$ cat src/rtl/lir_pkg.sv
// lir_pkg: shared types, widths and codes for the linear interpolation resampler
// used by the channel interfaces, the lane and merge stages and the top level
package lir_pkg;

   localparam int SAMPLE_W      = 16;
   localparam int STEP_W        = 20;
   localparam int CSR_IDX_W     = 2;
   localparam int CSR_DATA_W    = 20;
   localparam int FRAC_BITS_DEF = 16;
   localparam int MAX_RUN_DEF   = 16;

   // lane quotient width, independent of the fraction width
   localparam int Q_W = SAMPLE_W + 7;

   localparam logic [STEP_W-1:0] STEP_RESET = STEP_W'(65536);

   localparam logic [CSR_IDX_W-1:0] CSR_PHASE_STEP  = CSR_IDX_W'(0);
   localparam logic [CSR_IDX_W-1:0] CSR_STEREO_MODE = CSR_IDX_W'(1);

   typedef enum logic {
      ST_IDLE,
      ST_RUN
   } state_type;

   typedef struct packed {
      logic signed [SAMPLE_W-1:0] out_left;
      logic signed [SAMPLE_W-1:0] out_right;
      logic                       run_last;
   } rsp_word_type;

endpackage

$ cat src/rtl/lir_req_if.sv
// lir_req_if: input frame channel, valid/ready with one stereo sample pair
// depends on lir_pkg
interface lir_req_if;
   import lir_pkg::*;

   logic                       valid;
   logic                       ready;
   logic signed [SAMPLE_W-1:0] left_sample;
   logic signed [SAMPLE_W-1:0] right_sample;

   modport source (output valid, output left_sample, output right_sample, input ready);
   modport sink   (input valid, input left_sample, input right_sample, output ready);
endinterface

$ cat src/rtl/lir_rsp_if.sv
// lir_rsp_if: result channel, valid/ready with one interpolated frame and run marker
// depends on lir_pkg
interface lir_rsp_if;
   import lir_pkg::*;

   logic                       valid;
   logic                       ready;
   logic signed [SAMPLE_W-1:0] out_left;
   logic signed [SAMPLE_W-1:0] out_right;
   logic                       run_last;

   modport source (output valid, output out_left, output out_right, output run_last,
                   input ready);
   modport sink   (input valid, input out_left, input out_right, input run_last,
                   output ready);
endinterface

$ cat src/rtl/lir_csr_if.sv
// lir_csr_if: configuration write channel, valid/ready with register index and data
// depends on lir_pkg
interface lir_csr_if;
   import lir_pkg::*;

   logic                  valid;
   logic                  ready;
   logic [CSR_IDX_W-1:0]  index;
   logic [CSR_DATA_W-1:0] data;

   modport source (output valid, output index, output data, input ready);
   modport sink   (input valid, input index, input data, output ready);
endinterface

$ cat src/rtl/linear_interp_resampler_top.sv
// linear_interp_resampler_top: linear interpolation sample rate converter
// depends on lir_pkg, the channel interfaces, lir_lane and lir_merge
//
// Usage: req carries one input frame (left and right sample) per word, rsp carries
// interpolated frames, csr writes phase_step (index 0, unsigned Q16 by default) and
// stereo_mode (index 1). csr is always ready; write it only while the block is idle.
// Each accepted frame yields 0 to MAX_RUN result words. A frame that yields none is
// absorbed in the accept cycle. Otherwise the state register moves to run, then the
// first result is loaded into the output register and the others follow one per
// cycle unless rsp stalls; the left and right lanes work side by side and
// the merge stage clamps and packs each result, one result a cycle being the bound.
// The last result of each frame carries run_last. A new frame is taken once the last
// result of the previous one is in the output register, even while it waits.
// When rsp stalls, the output register holds its word and the run pauses.
// Reset (synchronous, active high) clears the phase and the stored previous frame to
// zero, sets phase_step to one and stereo mode on, and empties the output register.
module linear_interp_resampler_top #(
   parameter int FRAC_BITS = lir_pkg::FRAC_BITS_DEF,
   parameter int MAX_RUN   = lir_pkg::MAX_RUN_DEF
) (
   input logic       clock,
   input logic       reset,
   lir_req_if.sink   req_port,
   lir_rsp_if.source rsp_port,
   lir_csr_if.sink   csr_port
);
   import lir_pkg::*;

   localparam int PH_W  = FRAC_BITS + 4;
   localparam int SUM_W = ((PH_W > STEP_W) ? PH_W : STEP_W) + 1;
   localparam int CNT_W = $clog2(MAX_RUN);
   localparam logic [PH_W-1:0]  PH_ONE  = {4'b0001, {FRAC_BITS{1'b0}}};
   localparam logic [PH_W-1:0]  PH_MAX  = '1;
   localparam logic [CNT_W-1:0] CNT_END = CNT_W'(MAX_RUN - 1);

   state_type                  state_ff, state_in;
   logic [STEP_W-1:0]          step_ff, step_in;
   logic                       stereo_ff, stereo_in;
   logic [PH_W-1:0]            phase_ff, phase_in;
   logic signed [SAMPLE_W-1:0] prev_left_ff, prev_left_in;
   logic signed [SAMPLE_W-1:0] prev_right_ff, prev_right_in;
   logic signed [SAMPLE_W-1:0] cur_left_ff, cur_left_in;
   logic signed [SAMPLE_W-1:0] cur_right_ff, cur_right_in;
   logic [CNT_W-1:0]           cnt_ff, cnt_in;
   logic                       rsp_valid_ff, rsp_valid_in;
   rsp_word_type               rsp_word_ff, rsp_word_in;

   logic                       req_take;
   logic                       emit;
   logic                       last;
   logic                       phase_whole;
   logic [SUM_W-1:0]           sum;
   logic [PH_W-1:0]            phase_sat;
   logic signed [Q_W-1:0]      quot_left;
   logic signed [Q_W-1:0]      quot_right;

   function automatic logic [PH_W-1:0] wrap_phase(input logic [PH_W-1:0] ph);
      // a run cut short by the cap leaves the phase below one: it restarts at zero
      return (ph >= PH_ONE) ? ph - PH_ONE : '0;
   endfunction

   lir_lane #(.FRAC_BITS(FRAC_BITS), .PH_W(PH_W)) u_lane_left (
      .prev  (prev_left_ff),
      .cur   (cur_left_ff),
      .phase (phase_ff),
      .quot  (quot_left)
   );

   lir_lane #(.FRAC_BITS(FRAC_BITS), .PH_W(PH_W)) u_lane_right (
      .prev  (prev_right_ff),
      .cur   (cur_right_ff),
      .phase (phase_ff),
      .quot  (quot_right)
   );

   lir_merge u_merge (
      .quot_left  (quot_left),
      .quot_right (quot_right),
      .stereo     (stereo_ff),
      .last       (last),
      .word       (rsp_word_in)
   );

   always_comb begin
      sum         = SUM_W'(phase_ff) + SUM_W'(step_ff);
      phase_sat   = (sum > SUM_W'(PH_MAX)) ? PH_MAX : sum[PH_W-1:0];
      phase_whole = (phase_ff >= PH_ONE);
      last        = (phase_sat >= PH_ONE) || (cnt_ff == CNT_END);
      req_take    = req_port.valid && req_port.ready;
   end

   // next state
   always_comb begin
      state_in = state_ff;
      case (state_ff)
         ST_IDLE: begin
            if (req_take && !phase_whole) begin
               state_in = ST_RUN;
            end
         end
         ST_RUN: begin
            if (emit && last) begin
               state_in = ST_IDLE;
            end
         end
         default: state_in = ST_IDLE;
      endcase
   end

   // state outputs
   always_comb begin
      req_port.ready = 1'b0;
      emit           = 1'b0;
      case (state_ff)
         ST_IDLE: req_port.ready = 1'b1;
         ST_RUN:  emit = !rsp_valid_ff || rsp_port.ready;
         default: begin
            req_port.ready = 1'b0;
            emit           = 1'b0;
         end
      endcase
   end

   // datapath next values
   always_comb begin
      step_in       = step_ff;
      stereo_in     = stereo_ff;
      phase_in      = phase_ff;
      prev_left_in  = prev_left_ff;
      prev_right_in = prev_right_ff;
      cur_left_in   = cur_left_ff;
      cur_right_in  = cur_right_ff;
      cnt_in        = cnt_ff;

      if (csr_port.valid && csr_port.ready) begin
         case (csr_port.index)
            CSR_PHASE_STEP:  step_in   = csr_port.data[STEP_W-1:0];
            CSR_STEREO_MODE: stereo_in = csr_port.data[0];
            default: ;
         endcase
      end

      if (req_take) begin
         cur_left_in  = req_port.left_sample;
         cur_right_in = req_port.right_sample;
         cnt_in       = '0;
         // phase at or above one: the frame is skipped with no output
         if (phase_whole) begin
            phase_in     = phase_ff - PH_ONE;
            prev_left_in = req_port.left_sample;
            if (stereo_ff) begin
               prev_right_in = req_port.right_sample;
            end
         end
      end

      if (emit) begin
         cnt_in = cnt_ff + CNT_W'(1);
         if (last) begin
            phase_in     = wrap_phase(phase_sat);
            prev_left_in = cur_left_ff;
            if (stereo_ff) begin
               prev_right_in = cur_right_ff;
            end
         end else begin
            phase_in = phase_sat;
         end
      end

      if (emit) begin
         rsp_valid_in = 1'b1;
      end else if (rsp_port.ready) begin
         rsp_valid_in = 1'b0;
      end else begin
         rsp_valid_in = rsp_valid_ff;
      end
   end

   always_ff @(posedge clock) begin
      if (reset) begin
         state_ff      <= ST_IDLE;
         step_ff       <= STEP_RESET;
         stereo_ff     <= 1'b1;
         phase_ff      <= '0;
         prev_left_ff  <= '0;
         prev_right_ff <= '0;
         cnt_ff        <= '0;
         rsp_valid_ff  <= 1'b0;
      end else begin
         state_ff      <= state_in;
         step_ff       <= step_in;
         stereo_ff     <= stereo_in;
         phase_ff      <= phase_in;
         prev_left_ff  <= prev_left_in;
         prev_right_ff <= prev_right_in;
         cnt_ff        <= cnt_in;
         rsp_valid_ff  <= rsp_valid_in;
      end
   end

   always_ff @(posedge clock) begin
      cur_left_ff  <= cur_left_in;
      cur_right_ff <= cur_right_in;
      if (emit) begin
         rsp_word_ff <= rsp_word_in;
      end
   end

   assign csr_port.ready     = 1'b1;
   assign rsp_port.valid     = rsp_valid_ff;
   assign rsp_port.out_left  = rsp_word_ff.out_left;
   assign rsp_port.out_right = rsp_word_ff.out_right;
   assign rsp_port.run_last  = rsp_word_ff.run_last;
endmodule

$ cat src/rtl/lir_lane.sv
// lir_lane: one channel of the interpolator, prev + (cur - prev) * phase
// scaled down by the fraction width and truncated toward zero; depends on lir_pkg
module lir_lane #(
   parameter int FRAC_BITS = lir_pkg::FRAC_BITS_DEF,
   parameter int PH_W      = FRAC_BITS + 4
) (
   input  logic signed [lir_pkg::SAMPLE_W-1:0] prev,
   input  logic signed [lir_pkg::SAMPLE_W-1:0] cur,
   input  logic        [PH_W-1:0]              phase,
   output logic signed [lir_pkg::Q_W-1:0]      quot
);
   import lir_pkg::*;

   localparam int PROD_W = SAMPLE_W + PH_W + 2;
   localparam int NUM_W  = SAMPLE_W + PH_W + 3;
   localparam logic [NUM_W-1:0] BIAS = NUM_W'({FRAC_BITS{1'b1}});

   logic signed [SAMPLE_W:0]   diff;
   logic signed [PH_W:0]       ph_s;
   logic signed [PROD_W-1:0]   prod;
   logic signed [NUM_W-1:0]    base;
   logic signed [NUM_W-1:0]    num;
   logic signed [NUM_W-1:0]    adj;

   always_comb begin
      diff = {cur[SAMPLE_W-1], cur} - {prev[SAMPLE_W-1], prev};
      ph_s = {1'b0, phase};
      prod = diff * ph_s;
      base = NUM_W'(prev) <<< FRAC_BITS;
      num  = base + NUM_W'(prod);
      // negative values round up so the shift truncates toward zero
      adj  = num + (num[NUM_W-1] ? BIAS : '0);
      quot = adj[NUM_W-1:FRAC_BITS];
   end
endmodule

$ cat src/rtl/lir_merge.sv
// lir_merge: clamps the lane quotients to 16 bits and packs the result word
// depends on lir_pkg
module lir_merge (
   input  logic signed [lir_pkg::Q_W-1:0] quot_left,
   input  logic signed [lir_pkg::Q_W-1:0] quot_right,
   input  logic                           stereo,
   input  logic                           last,
   output lir_pkg::rsp_word_type          word
);
   import lir_pkg::*;

   localparam logic signed [Q_W-1:0] SAT_HI =
      {{(Q_W-SAMPLE_W+1){1'b0}}, {(SAMPLE_W-1){1'b1}}};
   localparam logic signed [Q_W-1:0] SAT_LO =
      {{(Q_W-SAMPLE_W+1){1'b1}}, {(SAMPLE_W-1){1'b0}}};

   function automatic logic signed [SAMPLE_W-1:0] clamp(input logic signed [Q_W-1:0] q);
      logic signed [SAMPLE_W-1:0] r;
      if (q > SAT_HI) begin
         r = SAT_HI[SAMPLE_W-1:0];
      end else if (q < SAT_LO) begin
         r = SAT_LO[SAMPLE_W-1:0];
      end else begin
         r = q[SAMPLE_W-1:0];
      end
      return r;
   endfunction

   always_comb begin
      word.out_left  = clamp(quot_left);
      word.out_right = stereo ? clamp(quot_right) : '0;
      word.run_last  = last;
   end
endmodule

$ cat src/flat_wrapper.sv
// flat-port wrapper written by rule: the top's interface ports become plain ports
module linear_interp_resampler_top_flat import lir_pkg::*;
#(
   parameter int FRAC_BITS = lir_pkg::FRAC_BITS_DEF,
   parameter int MAX_RUN   = lir_pkg::MAX_RUN_DEF
)
  (clock, reset, req_port_valid, req_port_left_sample, req_port_right_sample, req_port_ready, rsp_port_valid, rsp_port_out_left, rsp_port_out_right, rsp_port_run_last, rsp_port_ready, csr_port_valid, csr_port_index, csr_port_data, csr_port_ready);
  lir_req_if req_port_i ();
  lir_rsp_if rsp_port_i ();
  lir_csr_if csr_port_i ();
  input logic clock;
  input logic reset;
  input wire logic [$bits(req_port_i.valid)-1:0] req_port_valid;
  input wire logic [$bits(req_port_i.left_sample)-1:0] req_port_left_sample;
  input wire logic [$bits(req_port_i.right_sample)-1:0] req_port_right_sample;
  output wire logic [$bits(req_port_i.ready)-1:0] req_port_ready;
  output wire logic [$bits(rsp_port_i.valid)-1:0] rsp_port_valid;
  output wire logic [$bits(rsp_port_i.out_left)-1:0] rsp_port_out_left;
  output wire logic [$bits(rsp_port_i.out_right)-1:0] rsp_port_out_right;
  output wire logic [$bits(rsp_port_i.run_last)-1:0] rsp_port_run_last;
  input wire logic [$bits(rsp_port_i.ready)-1:0] rsp_port_ready;
  input wire logic [$bits(csr_port_i.valid)-1:0] csr_port_valid;
  input wire logic [$bits(csr_port_i.index)-1:0] csr_port_index;
  input wire logic [$bits(csr_port_i.data)-1:0] csr_port_data;
  output wire logic [$bits(csr_port_i.ready)-1:0] csr_port_ready;
  assign req_port_i.valid = req_port_valid;
  assign req_port_i.left_sample = req_port_left_sample;
  assign req_port_i.right_sample = req_port_right_sample;
  assign req_port_ready = req_port_i.ready;
  assign rsp_port_valid = rsp_port_i.valid;
  assign rsp_port_out_left = rsp_port_i.out_left;
  assign rsp_port_out_right = rsp_port_i.out_right;
  assign rsp_port_run_last = rsp_port_i.run_last;
  assign rsp_port_i.ready = rsp_port_ready;
  assign csr_port_i.valid = csr_port_valid;
  assign csr_port_i.index = csr_port_index;
  assign csr_port_i.data = csr_port_data;
  assign csr_port_ready = csr_port_i.ready;
  linear_interp_resampler_top #(.FRAC_BITS(FRAC_BITS), .MAX_RUN(MAX_RUN)) u_core (.clock(clock), .reset(reset), .req_port(req_port_i), .rsp_port(rsp_port_i), .csr_port(csr_port_i));
endmodule
$ cat config.mk
export PLATFORM = sky130hd
export DESIGN_NAME = linear_interp_resampler_top_flat
export DESIGN_NICKNAME = d
export VERILOG_FILES = /design/src/rtl/lir_pkg.sv /design/src/rtl/lir_req_if.sv /design/src/rtl/lir_rsp_if.sv /design/src/rtl/lir_csr_if.sv /design/src/rtl/linear_interp_resampler_top.sv /design/src/rtl/lir_lane.sv /design/src/rtl/lir_merge.sv /design/src/flat_wrapper.sv
export SDC_FILE = /design/constraint.sdc
export NUM_CORES = 2
export LEC_CHECK = 0
export ABC_AREA = 1
export BUFFER_PORTS_ARGS = -buffer_cell sky130_fd_sc_hd__buf_2
export CAP_MARGIN = 30
export CORE_MARGIN = 2
export CORE_UTILIZATION = 45
export DETAILED_ROUTE_END_ITERATION = 7
export PLACE_DENSITY = 0.7
export SLEW_MARGIN = 15
export SYNTH_ARGS = -nofsm -noshare
export SYNTH_HDL_FRONTEND = slang
export SYNTH_SLANG_ARGS = --single-unit
$ cat constraint.sdc
create_clock -name clock -period 13.9 [get_ports clock]
set_input_delay 1.39 -clock clock [delete_from_list [all_inputs] [get_ports clock]]
set_output_delay 1.39 -clock clock [all_outputs]
set_load 0.01 [all_outputs]
==> impl_metrics.env <==
export IMPL_ys_warn_count=0
export IMPL_async_reset_ff_share_pct=0
export IMPL_drt_iter0_markers=2180
export IMPL_place_ws_ns=2.96
export IMPL_hold_viol=0
export IMPL_status="complete, no violations"
export IMPL_root_buffer="clkbuf_16"
export IMPL_r2r_start="u_core.prev_right_ff[0]"
export IMPL_r2r_slack_ns=2.89
export IMPL_antenna_found_initial=1
export IMPL_post_cts_resized=0
export IMPL_die_h_um=288
export IMPL_crit_path_start="u_core.prev_right_ff[0]"
export IMPL_whs_ns=0.470
export IMPL_grt_pass1_wl_um=165000
export IMPL_slew_headroom_pct=34.8
export IMPL_core_area_um2=80000
export IMPL_synth_common_cells="nand2_1, inv_1, nor2_1"
export IMPL_cts_sinks=144
export IMPL_synth_top_cell_area_share_pct=32.5
export IMPL_htree_levels=4
export IMPL_path_clk_slew_ns=0.07
export IMPL_design_portCount=95
export IMPL_via_count=31177
export IMPL_critPathArrivalTime_ns=11.23
export IMPL_synth_ff_type="dfxtp_1"
export IMPL_clock_latency_ns=0.50
export IMPL_max_freq_mhz=90.8
export IMPL_port_buffers=93
export IMPL_die_w_um=288
export IMPL_overflow=0
export IMPL_synth_edff_count=65
export IMPL_firstDrtPassIters=5
export IMPL_viasPerCell=5.21
export IMPL_grt_max_degree=54
export IMPL_first_global_vias=31201
export IMPL_crit_path_end="u_core.rsp_port.out_right[0]"
export IMPL_endpoint_kind="register"
export IMPL_drc_errors=0
export IMPL_dr_max_layer_used="met4"
export IMPL_fin_nets=5912
export IMPL_avgSynthCellArea_um2=7.39
export IMPL_cts_buffers=17
export IMPL_reg2reg_depth=62
export IMPL_hold_start="u_core.cnt_ff[3]"
export IMPL_cts_tree="built"
export IMPL_cts_setup_buffers=0
export IMPL_ys_seq_elements=144
export IMPL_fp_dieArea_um2=82700
export IMPL_cp_depth=62
export IMPL_cpMaxStageDelayCell="nand2_1"
export IMPL_drive_above_1_share_pct=5.95
export IMPL_antenna_cells=0
export IMPL_syn_area_um2=36200
export IMPL_slowest_delay_ns=0.59
export IMPL_fin_crit_sh_pct=79.2
export IMPL_cap_violations=0
export IMPL_r2r_end="u_core.rsp_port.out_right[0]"
export IMPL_hold_buffers=0
export IMPL_met3RoutedLength_um=8210
export IMPL_fillers=8053
export IMPL_cp_num_buf_inv=5
export IMPL_start_util_pct=45.2
export IMPL_wl_met2_um=46700
export IMPL_synth_most_common_cell="nand2_1"
export IMPL_hold_class="register to register"
export IMPL_syn_inst=4900
export IMPL_start_kind="register"
export IMPL_postRouteAntennaNets=0
export IMPL_ys_seq_area_share_pct=9.76
export IMPL_yosys_top_cells_area="fa_1, ha_1, nand2_1"
export IMPL_synth_cell_types=58
export IMPL_tightest_slew_ns=0.972
export IMPL_clock_skew_ns=0.0175
export IMPL_setup_violations=0
export IMPL_wl_met1_um=44600
export IMPL_wl_um=103000
export IMPL_num_rows=104
export IMPL_grt_use_total_pct=25.5
export IMPL_dp_hpwl_um=85500
export IMPL_worstSetupPathType="register to register"
export IMPL_critPathTopFamily="simple AND/OR/NAND/NOR gates"
export IMPL_cp_data_required_time_ns=14.13
export IMPL_globalplace_congestion=0.979
export IMPL_path_max_fanout=22
export IMPL_wl_per_cell_um=17.2
export IMPL_synth_largest_area_cell="fa_1"
export IMPL_syn2layout_area_growth_pct=5.82
export IMPL_period_minus_slack_ns=11.01
export IMPL_cts_buffer_depth=2
export IMPL_setup_tns_ns=0
export IMPL_rsz0062_at_grt="false"
export IMPL_fin_ws_ns=2.89
export IMPL_finalMaxSlewViolations=0
export IMPL_cp_common_cell="nand2_1"
export IMPL_syn_nets=5903
layout make-up:
type | instances | area, um2 | share of cell area (%)
clock buffer | 19 | 454 | 1.19
clock inverter | 13 | 114 | 0.297
inverter | 1067 | 4010 | 10.5
multi-input combinational | 3542 | 28000 | 73.1
sequential | 144 | 3530 | 9.22
tap | 1060 | 1330 | 3.46
timing repair buffer | 137 | 857 | 2.24
flip-flops by register name, indices dropped and copies added (netlist names):
signal                     cells
u_core.phase_ff               20
u_core.step_ff                20
u_core.cur_left_ff            16
u_core.cur_right_ff           16
u_core.prev_left_ff           16
u_core.prev_right_ff          16
u_core.rsp_port.out_left      16
u_core.rsp_port.out_right     16
u_core.cnt_ff                  4
u_core.rsp_port.run_last       1
u_core.rsp_port.valid          1
u_core.state_ff                1
u_core.stereo_ff               1
through the flow:
stage                     std cells  instance area [um2]  util (%)
final                          5982                38300      47.9
after detailed placement       5946                37700      47.1
after global placement         5943                37600      47.0
after floorplan                4900                36200         -
after global routing           5982                38300      47.9
after CTS                      5978                38200      47.8
tightest hold or removal path, delay by kind of cell (launching register included):
kind	cells	cell delay (ns)
AO/OA/AOI/OAI	1	0.06
flip-flops	1	0.31
AND/OR/NAND/NOR	1	0.06
cell families (layout without fill, tap and decap cells):
group / count (synthesis) / in the layout / synth area share, %
AOI/OAI and AO/OA: 407 / 407 / 6.56
xor gates and xnor gates: 91 / 91 / 2.28
adders and majority gates: 944 / 944 / 44.8
buffers and inverters: 1214 / 1236 / 12.9
DFF: 144 / 144 / 9.76
other: 1 / 1 / 0.0104
and+or+nand+nor: 2099 / 2099 / 23.7
worst min path at each step:
stage / to / slack [ns] / depth (start not counted)
floorplan: u_core.step_ff[16] / 0.43 / 2
global placement: u_core.step_ff[16] / 0.45 / 2
detailed placement: u_core.cnt_ff[3] / 0.46 / 2
CTS: u_core.cnt_ff[3] / 0.47 / 2
global route: u_core.step_ff[16] / 0.53 / 2
finish: u_core.cnt_ff[3] / 0.47 / 2
metal layers:
metal	up-vias	global-route usage, %
met4	0	8.40
met3	219	5.34
met5	-	0
met2	1137	41.1
li1	14782	-
met1	15039	34.1
placed cells by master, fill, tap and decap left out, types with 22 or more instances in the layout:
cell	count
nor2_1	616
nand3_1	163
o21ai_0	102
xor2_1	67
ha_1	357
buf_4	37
nor3_1	28
buf_2	93
a21oi_1	160
dfxtp_1	79
nand2_2	22
inv_1	1033
fa_1	587
edfxtp_1	65
nand2_1	1145
nand4_1	39
clkinv_1	24
nor2_2	24
Power is left out: the tool's default activity adds up to more than one toggle a clock period on the data nets, which glitch-free logic cannot reach.
